`config.mk`:
```
export PLATFORM = sky130hd
export DESIGN_NAME = udp_receive_check_and_port_demux_unit
export DESIGN_NICKNAME = d
export VERILOG_FILES = /design/src/rtl/urcd_pkg.sv /design/src/rtl/urcd_table.sv /design/src/rtl/udp_receive_check_and_port_demux_unit.sv
export SDC_FILE = /design/constraint.sdc
export NUM_CORES = 1
export LEC_CHECK = 0
export BUFFER_PORTS_ARGS = -buffer_cell sky130_fd_sc_hd__buf_2
export CAP_MARGIN = 20
export CELL_PAD_IN_SITES_DETAIL_PLACEMENT = 0
export CELL_PAD_IN_SITES_GLOBAL_PLACEMENT = 1
export CORE_UTILIZATION = 53
export CTS_BUF_LIST = sky130_fd_sc_hd__clkbuf_8
export DETAILED_ROUTE_END_ITERATION = 7
export GPL_TIMING_DRIVEN = 0
export PLACE_DENSITY = 0.8
export SLEW_MARGIN = 10
export SYNTH_ARGS = -nofsm -noshare
export SYNTH_HDL_FRONTEND = slang
export SYNTH_SLANG_ARGS = --single-unit
```
`constraint.sdc`:
```
create_clock -name clk -period 9.1 [get_ports clk]
set_input_delay 0.455 -clock clk [delete_from_list [all_inputs] [get_ports clk]]
set_output_delay 0.455 -clock clk [all_outputs]
set_load 0.005 [all_outputs]
```
`src/rtl/urcd_pkg.sv`:
```
// Package for the UDP receive checker and port demultiplexer.
// Holds request kinds, packet status codes and the ones' complement adder.
package urcd_pkg;

  localparam int TableEntriesDefault = 16;

  typedef enum logic [1:0] {
    KIND_BIND   = 2'd0,
    KIND_UNBIND = 2'd1,
    KIND_BYTE   = 2'd2,
    KIND_NONE   = 2'd3
  } kind_t;

  typedef enum logic [2:0] {
    ST_DELIVERED = 3'd0,
    ST_SHORT     = 3'd1,
    ST_BAD_LEN   = 3'd2,
    ST_BAD_SUM   = 3'd3,
    ST_UNBOUND   = 3'd4
  } status_t;

  typedef enum logic [1:0] {
    PH_IDLE,
    PH_SUM,
    PH_LOOKUP,
    PH_DONE
  } phase_t;

  function automatic logic [15:0] oc_add(input logic [15:0] a, input logic [15:0] b);
    logic [16:0] s;
    s = {1'b0, a} + {1'b0, b};
    return s[15:0] + {15'd0, s[16]};
  endfunction

endpackage

```
`src/rtl/urcd_table.sv`:
```
// Port binding table: valid bits in flip-flops, ports and handles in a memory.
// Depends on urcd_pkg.
module urcd_table import urcd_pkg::*; #(
  parameter int TableEntries = TableEntriesDefault
) (
  input  logic        clk,
  input  logic        rst,
  input  logic        lookup,
  input  logic [15:0] lookup_port,
  input  logic        bind_req,
  input  logic        unbind_req,
  input  logic [7:0]  handle,
  output logic        found,
  output logic        bind_ok,
  output logic        unbind_ok,
  output logic [7:0]  found_receiver
);
  localparam int IdxW = (TableEntries > 1) ? $clog2(TableEntries) : 1;

  logic [15:0] port_mem [TableEntries];
  logic [7:0]  recv_mem [TableEntries];
  logic [TableEntries-1:0] valid;
  logic [TableEntries-1:0] hit;
  logic [IdxW-1:0] hit_idx;
  logic [IdxW-1:0] free_idx;
  logic any_hit;
  logic any_free;
  logic [IdxW-1:0] rd_idx;

  always_comb begin
    hit_idx  = '0;
    free_idx = '0;
    any_hit  = 1'b0;
    any_free = 1'b0;
    for (int i = TableEntries - 1; i >= 0; i--) begin
      hit[i] = valid[i] && (port_mem[i] == lookup_port);
      if (hit[i]) begin
        any_hit = 1'b1;
        hit_idx = IdxW'(i);
      end
      if (!valid[i]) begin
        any_free = 1'b1;
        free_idx = IdxW'(i);
      end
    end
  end

  assign bind_ok   = bind_req && !any_hit && any_free;
  assign unbind_ok = unbind_req && any_hit;

  always_ff @(posedge clk) begin
    if (bind_ok) begin
      port_mem[free_idx] <= lookup_port;
      recv_mem[free_idx] <= handle;
    end
    if (lookup) begin
      rd_idx <= hit_idx;
      found  <= any_hit;
    end
  end

  assign found_receiver = recv_mem[rd_idx];

  always_ff @(posedge clk) begin
    if (rst) begin
      valid <= '0;
    end else if (bind_ok) begin
      valid[free_idx] <= 1'b1;
    end else if (unbind_ok) begin
      valid[hit_idx] <= 1'b0;
    end
  end

  assert property (@(posedge clk) disable iff (rst) !(bind_ok && unbind_ok))
    else $error("bind and unbind together");
  assert property (@(posedge clk) disable iff (rst) $onehot0(hit))
    else $error("port bound twice");
  assert property (@(posedge clk) disable iff (rst) bind_ok |=> valid != '0)
    else $error("bind left no valid entry");
endmodule

```
`src/rtl/udp_receive_check_and_port_demux_unit.sv`:
```
// UDP receive checker with port binding table.
//
// One input channel (in_valid / in_stall) carries bind, unbind and packet byte
// requests; one output channel (out_valid / out_stall) carries a verdict for
// each bind, unbind and last packet byte. Kind three is dropped silently.
// Bind and unbind answer in the cycle after acceptance. Packet bytes are taken
// one per cycle while idle; on the last byte the block adds the padded odd
// byte and the six pseudo-header words, one adder step per cycle, then reads
// the table memory; the verdict is registered from the done phase. The next
// request is held by in_stall until the block is idle again. A new request is
// taken while a result waits only when it causes no result; otherwise in_stall
// holds it. While out_valid and out_stall are both high the result register
// holds its value. Reset clears the binding valid bits, the packet state and
// out_valid; nothing else. Depends on urcd_pkg and urcd_table.
module udp_receive_check_and_port_demux_unit import urcd_pkg::*; #(
  parameter int TableEntries = TableEntriesDefault
) (
  input  logic        clk,
  input  logic        rst,
  input  logic        in_valid,
  output logic        in_stall,
  input  logic [1:0]  kind,
  input  logic [15:0] port,
  input  logic [7:0]  receiver_handle,
  input  logic [31:0] source_ip,
  input  logic [31:0] dest_ip,
  input  logic [7:0]  data_byte,
  input  logic        last_byte,
  output logic        out_valid,
  input  logic        out_stall,
  output logic [1:0]  kind_echo,
  output logic        success,
  output logic [2:0]  packet_status,
  output logic [7:0]  receiver,
  output logic [15:0] source_port,
  output logic [15:0] payload_length
);
  phase_t phase, phase_next;
  logic [15:0] byte_count;
  logic [15:0] running_sum;
  logic [7:0]  odd_byte_hold;
  logic [63:0] header_fields;
  logic [15:0] sum_word [7];
  logic [2:0]  step;
  logic [15:0] sum;
  logic [15:0] ulen;
  logic [2:0]  verdict;
  logic        use_sum;
  logic        accept;
  logic        out_free;
  logic        table_bind;
  logic        table_unbind;
  logic        table_lookup;
  logic [15:0] table_port;
  logic        found;
  logic        bind_ok;
  logic        unbind_ok;
  logic [7:0]  found_receiver;
  logic        counted;
  logic [15:0] nb;
  logic [15:0] final_sum;
  logic [15:0] cnt_final;
  logic [15:0] hdr_len;

  assign out_free = !out_valid || !out_stall;
  assign in_stall = (phase != PH_IDLE) ||
                    (!out_free && (kind == KIND_BIND || kind == KIND_UNBIND ||
                                   (kind == KIND_BYTE && last_byte)));
  assign accept = in_valid && !in_stall;

  assign table_bind   = accept && kind == KIND_BIND;
  assign table_unbind = accept && kind == KIND_UNBIND;
  assign table_lookup = phase == PH_LOOKUP;
  assign table_port   = table_lookup ? header_fields[47:32] : port;

  urcd_table #(.TableEntries(TableEntries)) u_table (
    .clk(clk), .rst(rst),
    .lookup(table_lookup), .lookup_port(table_port),
    .bind_req(table_bind), .unbind_req(table_unbind),
    .handle(receiver_handle),
    .found(found), .bind_ok(bind_ok), .unbind_ok(unbind_ok),
    .found_receiver(found_receiver)
  );

  assign hdr_len = header_fields[31:16];
  assign counted = (byte_count < 16'd8) || (byte_count < hdr_len);
  assign nb = (byte_count == 16'hFFFF) ? byte_count : byte_count + 16'd1;
  assign ulen = header_fields[31:16];
  assign use_sum = header_fields[15:0] != 16'd0;

  always_comb begin
    phase_next = phase;
    case (phase)
      PH_IDLE:   if (accept && kind == KIND_BYTE && last_byte) phase_next = PH_SUM;
      PH_SUM:    if (step == 3'd6) phase_next = PH_LOOKUP;
      PH_LOOKUP: phase_next = PH_DONE;
      PH_DONE:   if (out_free) phase_next = PH_IDLE;
      default:   phase_next = PH_IDLE;
    endcase
  end

  always_ff @(posedge clk) begin
    if (rst) begin
      phase <= PH_IDLE;
    end else begin
      phase <= phase_next;
    end
  end

  // Per-byte header and sum state (computed combinationally for the capture).
  logic [63:0] hdr_now;
  logic [15:0] sum_now;
  logic [7:0]  hold_now;
  always_comb begin
    hdr_now  = header_fields;
    sum_now  = running_sum;
    hold_now = odd_byte_hold;
    if (byte_count < 16'd8) hdr_now = {header_fields[55:0], data_byte};
    if (counted) begin
      if (!byte_count[0]) hold_now = data_byte;
      else sum_now = oc_add(running_sum, {odd_byte_hold, data_byte});
    end
  end

  always_ff @(posedge clk) begin
    if (rst) begin
      byte_count    <= '0;
      running_sum   <= '0;
      odd_byte_hold <= '0;
      header_fields <= '0;
      step          <= '0;
    end else if (accept && kind == KIND_BYTE) begin
      header_fields <= hdr_now;
      running_sum   <= sum_now;
      odd_byte_hold <= hold_now;
      byte_count    <= nb;
      if (last_byte) begin
        step <= '0;
        sum  <= sum_now;
        cnt_final <= nb;
        sum_word[0] <= hdr_now[16] ? {hold_now, 8'd0} : 16'd0;
        sum_word[1] <= source_ip[31:16];
        sum_word[2] <= source_ip[15:0];
        sum_word[3] <= dest_ip[31:16];
        sum_word[4] <= dest_ip[15:0];
        sum_word[5] <= 16'd17;
        sum_word[6] <= hdr_now[31:16];
      end
    end else if (phase == PH_SUM) begin
      sum  <= oc_add(sum, sum_word[step]);
      step <= step + 3'd1;
    end else if (phase == PH_DONE && out_free) begin
      byte_count    <= '0;
      running_sum   <= '0;
      odd_byte_hold <= '0;
      header_fields <= '0;
    end
  end

  assign final_sum = sum;

  always_comb begin
    if (cnt_final < 16'd8) verdict = ST_SHORT;
    else if (ulen < 16'd8 || ulen > cnt_final) verdict = ST_BAD_LEN;
    else if (use_sum && final_sum != 16'hFFFF) verdict = ST_BAD_SUM;
    else if (!found) verdict = ST_UNBOUND;
    else verdict = ST_DELIVERED;
  end

  always_ff @(posedge clk) begin
    if (rst) begin
      out_valid <= 1'b0;
    end else if (out_free) begin
      out_valid <= table_bind || table_unbind || phase == PH_DONE;
    end
  end

  always_ff @(posedge clk) begin
    if (out_free) begin
      if (phase == PH_DONE) begin
        kind_echo      <= KIND_BYTE;
        success        <= verdict == ST_DELIVERED;
        packet_status  <= verdict;
        receiver       <= (verdict == ST_DELIVERED) ? found_receiver : 8'd0;
        source_port    <= (verdict == ST_DELIVERED) ? header_fields[63:48] : 16'd0;
        payload_length <= (verdict == ST_DELIVERED) ? ulen - 16'd8 : 16'd0;
      end else begin
        kind_echo      <= kind;
        success        <= table_bind ? bind_ok : unbind_ok;
        packet_status  <= ST_DELIVERED;
        receiver       <= '0;
        source_port    <= '0;
        payload_length <= '0;
      end
    end
  end

  assert property (@(posedge clk) disable iff (rst) phase != PH_IDLE |-> in_stall)
    else $error("request taken during verdict");
  assert property (@(posedge clk) disable iff (rst)
    (phase == PH_DONE && out_free) |=> out_valid)
    else $error("verdict lost");
  assert property (@(posedge clk) disable iff (rst)
    (out_valid && out_stall) |=> $stable(packet_status))
    else $error("stalled result changed");
endmodule
```
==> results_dict.tcl, run 1 <==
set metrics [dict create \
    outcome "completed" \
    clock_path_buffers 3 \
    layout.nets 2905 \
    worstReg2RegEnd "final_sum[14]" \
    rsz0062_at_grt "false" \
    final_antenna_net_count 0 \
    hp-start "receiver_handle[7]" \
    num_vias 20900 \
    setup_viol 0 \
    drv_slew 0 \
    holdPathStages 1 \
    io_buffers 150 \
    ys_async_sr_fraction_pct 0 \
    skew_ns 0.0583 \
    ys_ff_latch 684 \
    via_per_inst 5.84 \
    setup.worst_path.end_class "flip-flop" \
    syn_area_sq_mm 0.0316 \
    fin_setup_tns_ns 0 \
    max_stage_delay_ns 0.66 \
    p_sw_share_pct 27.2 \
    p_per_area_mw_per_mm2 198 \
    p_switching_mw 1.97 \
    synth_nets 2563 \
    internal_power_mw 5.28 \
    wl_per_cell_microns 23.4 \
    seq_power_share_pct 48.6 \
    yosysWarnings 0 \
    synth-edff-count 555 \
    p_leak_nw 12.9 \
    synthFlopType "edfxtp_1" \
    clkTransAtPathRegs_ns 0.06 \
    max_freq_ghz 0.162 \
    layout_commonest_cell "edfxtp_1" \
    die_w_microns 246 \
    maxCapViolCount 0 \
    finalHoldViolCount 0 \
    dieArea_sq_mm 0.0606 \
    syn_area_per_cell_sq_um 13.3 \
    rr_worst_depth 25 \
    ys_seq_area_share_pct 60.9 \
    die_h_microns 246 \
    cts_tree "built" \
    cts_max_level 3 \
    insertion_delay_ns 0.77 \
    path_buf_inv 2 \
    utilization_pct 62.1 \
    wl_microns 83900 \
    grt-ovfl-total 0 \
    arrival_ns 6.62 \
    critPathMaxFanout 10 \
    most-common-layout-cells "edfxtp_1 (555), xnor2_1 (285), nor2_1 (199)" \
    clkSinkCount 684 \
    grt_pass1_vias 20900 \
    grtUsageTotal_pct 27.7 \
    first_pass_iters 5 \
    drc_errors 0 \
    layout_worst_path_cycle_share_pct 67.7 \
    cp_top_family "compound AO/OA/AOI/OAI gates" \
    numCtsBuffers 111 \
    tightest_slew_ns 1.06 \
    grt_max_degree 36 \
    rows 89 \
    cp.required_ns 9.56 \
    drive_gt1_share_pct 16.6 \
    syn_inst 2383 \
    hold_path.class "in2reg" \
    whs_endpoint "u_table.recv_mem[1][7]" \
    initial_core_util_pct 53.6 \
    maxSlewHeadroom_pct 28.3 \
    core-area_sq_mm 0.0590 \
    reg2reg_slack_ns 2.94 \
    drt_first_iter_violations 1680 \
    p_clk_share_pct 36.3 \
    grt_pass1_wl_microns 124000 \
    fin_crit_ns 6.16 \
    cts_root_buffer "clkbuf_8" \
    place.gp.congestion 0.921 \
    area_growth_pct 15.9 \
    startpoint_type "flip-flop" \
    ir_drop_v 0.000148 \
    p_comb_share_pct 15.1 \
    synth_cell_types 87 \
    antenna_found_initial 1 \
    dp_hpwl_microns 58400 \
    cp_slowest_cell "buf_1" \
    critical_path_class "reg2reg" \
    ios 151 \
]
## worst reg2reg max path: cells and delay by family (launching register included)
kind | cells | cell delay, ns
fa+ha+maj | 4 | 1.15
compound gates | 10 | 1.71
flops | 1 | 0.36
xor+xnor | 1 | 0.16
buf+inv | 2 | 1.23
simple gates | 7 | 0.92
mux | 1 | 0.33
## state kept, by name, summed over array words and instances (netlist names), 4 cells and up, named ones only
name and cells:
byte_count 16, source_port 16, u_table.rd_idx 4, header_fields 64, u_table.port_mem 256, sum_word 88, u_table.recv_mem 128, payload_length 16
receiver 8, cnt_final 16, running_sum 16, u_table.valid 16, odd_byte_hold 8, final_sum 16
## final cells by class
type / count / area (sq um)
antenna: 1 / 2.50
buffer: 97 / 478
clock buffer: 130 / 1790
clock inverter: 72 / 425
fill: 4511 / 22400
inverter: 75 / 282
multi-input combinational: 1527 / 11700
sequential: 684 / 19200
tap: 773 / 967
timing repair buffer: 229 / 1730
## cells by family (layout without fill, tap and decap cells)
group / after synthesis / in the layout / share of synthesized area (%)
muxes: 99 / 99 / 5.70
xor gates and xnor gates: 323 / 323 / 8.97
AOI/OAI and AO/OA: 390 / 390 / 8.40
adders and majority gates: 77 / 77 / 3.09
buffers and inverters: 172 / 603 / 2.40
and+or+nand+nor: 638 / 638 / 10.6
DFF: 684 / 684 / 60.9
other: 0 / 1 / 0
## layer usage
metal  share of wire [%]  vias up  global-route usage (%)
met5                   0        -                       0
li1                    -     9659                       -
met1                  41    10300                    35.4
met3                 6.7      171                    4.63
met2                  50      833                    47.3
met4                 2.9        0                    10.1
## through the flow
step                setup WS [ns]  instance area (sq um)  cells  power, mW  hold WS (ns)
global placement           -0.175                  33300   3306       4.62         0.474
global route                 2.52                  36700   3588       7.51        0.0397
floorplan                    2.28                  31600   2383       4.31         0.448
finish                       2.94                  36700   3588       7.25        0.0631
detailed placement           3.01                  33800   3319       4.65         0.477
CTS                          2.97                  36600   3585       7.28       0.00622
## worst max-delay path by stage
stage	from	end	slack (ns)	cells after the start
2_1_floorplan	out_stall	sum_word[0][10]	2.28	5
3_3_place_gp	out_stall	sum_word[3][7]	-0.17	6
3_5_place_dp	flip-flop	final_sum[14]	3.01	25
4_1_cts	flip-flop	final_sum[14]	2.97	25
5_1_grt	flip-flop	final_sum[15]	2.52	24
6_report	flip-flop	final_sum[14]	2.94	25
## power groups by stage
stage | registers [mW] | logic (mW) | clock network, mW
2_1_floorplan | 3.58 | 0.728 | 0
3_3_place_gp | 3.59 | 1.03 | 0
3_5_place_dp | 3.59 | 1.06 | 0
4_1_cts | 3.52 | 1.09 | 2.67
5_1_grt | 3.53 | 1.18 | 2.80
6_report | 3.52 | 1.09 | 2.63
## cell usage after synthesis, types with 5 or more instances
| master | n | share of area, % |
|---|---|---|
| a211oi_1 | 13 | 0.31 |
| a21o_1 | 21 | 0.50 |
| a21oi_1 | 82 | 1.3 |
| a221oi_1 | 7 | 0.19 |
| a22oi_1 | 105 | 2.5 |
| a31oi_1 | 11 | 0.22 |
| and2_1 | 14 | 0.28 |
| and3_1 | 36 | 0.71 |
| and4b_1 | 14 | 0.44 |
| buf_1 | 12 | 0.14 |
| buf_2 | 6 | 0.095 |
| buf_6 | 12 | 0.43 |
| clkbuf_1 | 66 | 0.78 |
| dfxtp_1 | 129 | 8.2 |
| edfxtp_1 | 555 | 53 |
| ha_1 | 75 | 3.0 |
| inv_1 | 74 | 0.88 |
| mux2_2 | 16 | 0.57 |
| mux2i_1 | 19 | 0.60 |
| mux2i_4 | 15 | 1.1 |
| mux4_2 | 48 | 3.4 |
| nand2_1 | 107 | 1.3 |
| nand2b_1 | 19 | 0.38 |
| nand3_1 | 28 | 0.44 |
| nand3b_1 | 5 | 0.12 |
| nand4_1 | 28 | 0.55 |
| nand4b_1 | 7 | 0.19 |
| nor2_1 | 214 | 2.5 |
| nor2b_1 | 14 | 0.28 |
| nor3_1 | 50 | 0.79 |
| nor3b_1 | 7 | 0.17 |
| nor4_1 | 59 | 1.2 |
| o211ai_1 | 16 | 0.38 |
| o21a_1 | 18 | 0.43 |
| o21ai_0 | 55 | 0.87 |
| o21bai_1 | 9 | 0.21 |
| o31a_1 | 5 | 0.14 |
| o31ai_1 | 6 | 0.14 |
| xnor2_1 | 285 | 7.9 |
| xor2_1 | 37 | 1.0 |
## timing repair
action                    CTS  global route
gates resized for setup     0             0
hold buffers               64             0
hold endpoints to repair   64             0
buffers inserted            0             0
(Power assumes the default switching activity.)
==> run 2: changes to the inputs <==
==> constraint.sdc (replaced) <==
create_clock -name clk -period 6.11 [get_ports clk]
set_input_delay 0.3055 -clock clk [delete_from_list [all_inputs] [get_ports clk]]
set_output_delay 0.3055 -clock clk [all_outputs]
set_load 0.005 [all_outputs]
==> run 2 against run 1 <==
Against the previous run: the flow now finishes with violations (design-rule violations); sequential power up 49%; clock skew down 0.026 ns; final area grew 0.58%; hold slack improved by 0.034 ns; count of clock-buffer cells in the layout decreased by 10.
==> results_dict.tcl, run 2 (synthesis results as in run 1) <==
set metrics [dict create \
    max_stage_delay_ns 0.49 \
    startpoint_type "flip-flop" \
    drt_first_iter_violations 1736 \
    dpl_worst_slack_ns 0.0238 \
    whs_ns 0.0970 \
    p_per_area_mw_per_mm2 293 \
    hold_path.class "in2reg" \
    critPathMaxFanout 10 \
    setup_viol 0 \
    fin_area_sq_mm 0.0369 \
    drc_errors 1 \
    cts_root_buffer "clkbuf_8" \
    fin_crit_ns 5.74 \
    core-area_sq_mm 0.0590 \
    layout_worst_path_cycle_share_pct 93.9 \
    place.gp.congestion 0.923 \
    p_leak_nw 13.0 \
    wl_microns 84400 \
    setup.worst_path.end_class "flip-flop" \
    numCtsBuffers 111 \
    num_vias 21200 \
    dp_hpwl_microns 58500 \
    final_antenna_net_count 0 \
    antenna_found_initial 2 \
    clkSinkCount 684 \
    maxCapViolCount 0 \
    largest_register "u_table.port_mem" \
    outcome "complete, but fails checks" \
    rows 89 \
    postCtsSetupBuffers 0 \
    grt_pass1_vias 21000 \
    grtUsageTotal_pct 27.7 \
    ir_drop_v 0.000286 \
    first_pass_iters 8 \
    grt-ovfl-total 0 \
    wl_per_cell_microns 23.4 \
    insertion_delay_ns 0.76 \
    die_h_microns 246 \
    io_buffers 150 \
    most-common-layout-cells "edfxtp_1 (555), xnor2_1 (285), nor2_1 (199)" \
    initial_core_util_pct 53.6 \
    ios 151 \
    dieArea_sq_mm 0.0606 \
    timing.final.ws_setup_ns 0.373 \
    cp.required_ns 6.57 \
    max_freq_ghz 0.174 \
    path_cells "buf_2 -> clkbuf_1 -> mux2i_1 -> o21ai_0 -> nand2_1 -> o31ai_2 -> ha_1 -> fa_1 -> a211oi_1 -> o21ai_0 -> nand4b_1 -> a21oi_1 -> a21oi_1 -> a21oi_1 -> a21o_1 -> a21o_1 -> ha_1 -> nand3_1 -> nor2_1 -> and4_1 -> and3_1 -> nand3_1 -> xnor2_1 -> o211ai_1" \
    layout_commonest_cell "edfxtp_1" \
    drive_gt1_share_pct 16.4 \
    drv_slew 0 \
    layout.nets 2924 \
    reg_top3 "u_table.port_mem (256), u_table.recv_mem (128), sum_word (88)" \
    largest_reg_flops 256 \
    path_common_cell "a21oi_1" \
    tightest_slew_ns 1.13 \
    dpl_cell_area_sq_mm 0.0338 \
    cts_max_level 3 \
    area_growth_pct 16.6 \
    fin_setup_tns_ns 0 \
    critical_path_class "reg2reg" \
    grt_pass1_wl_microns 125000 \
    grt_max_degree 36 \
    die_w_microns 246 \
    maxSlewHeadroom_pct 24.4 \
    clkTransAtPathRegs_ns 0.06 \
    violations "design-rule violations" \
    clock_path_buffers 3 \
    cp_slowest_cell "clkbuf_1" \
    finalHoldViolCount 0 \
    arrival_ns 6.20 \
    via_per_inst 5.88 \
    skew_ns 0.0323 \
    cts_tree "built" \
    fin_total_pwr_mw 10.8 \
]
==> run 2: cell count changes in the layout (fill, tap and decap cells not counted), sizes merged <==
cell,change
clkinv,+10
inv,+4
clkbuf,-10
bufinv,+2
dlygate4sd3,+19
==> run 2: routing by layer <==
metal  track usage [%]  wire (microns)  up-vias
met2              47.1           41700      879
li1                  -               -     9699
met4              9.97            2790        0
met5                 0               0        -
met1              35.9           34300    10500
met3              4.25            5690      154
==> run 2: stage by stage <==
| stage | cells | utilization, % |
|---|---|---|
| after CTS | 3611 | 62.4 |
| after detailed placement | 3320 | 57.3 |
| after global routing | 3613 | 62.5 |
| final | 3613 | 62.5 |
| after floorplan | 2383 | - |
| after global placement | 3306 | 56.5 |
==> run 2: final cells by class <==
cell class	count	area, sq um
Multi-Input combinational cell	1527	11700
Buffer	96	477
Clock buffer	120	1650
Fill cell	4478	22200
Timing Repair Buffer	249	1940
Antenna cell	1	2.50
Sequential cell	684	19200
Tap cell	773	967
Inverter	75	282
Clock inverter	88	554
==> run 2: timing repair <==
action                                  in CTS  in global routing
hold buffers                                83                  0
hold endpoints to repair                   217                  0
pin swaps                                    0                  0
endpoints found under the setup margin       1                  4
resized for setup                            1                  3
==> run 2: power by group <==
part	switching [mW]	internal, mW	leakage, nW
combinational	1.02	0.628	5.51
clock	1.91	2.02	1.27
sequential	0.0503	5.20	6.21
total	2.98	7.84	13.0
==> run 2: critical path: cells and delay by family, from the launching register on <==
family / cells / cell delay [ns]
AO/OA/AOI/OAI: 10 / 1.72
buffers and inverters: 2 / 0.84
multiplexers: 1 / 0.29
AND/OR/NAND/NOR: 7 / 1.17
XOR/XNOR: 1 / 0.13
adder cells (fa/ha/maj): 3 / 0.91
flip-flops: 1 / 0.37
==> run 2: path summary, 6_finish.rpt <==
kind | start | to | slack [ns] | cells past startpoint
worst max-delay path | flip-flop | final_sum[15] | 0.37 | 24
worst min-delay path | kind[0] | kind_echo[0] | 0.1 | 3
worst max register to register | flip-flop | final_sum[15] | 0.37 | 24
worst min register to register | running_sum[10] | running_sum[10] | 0.49 | 2
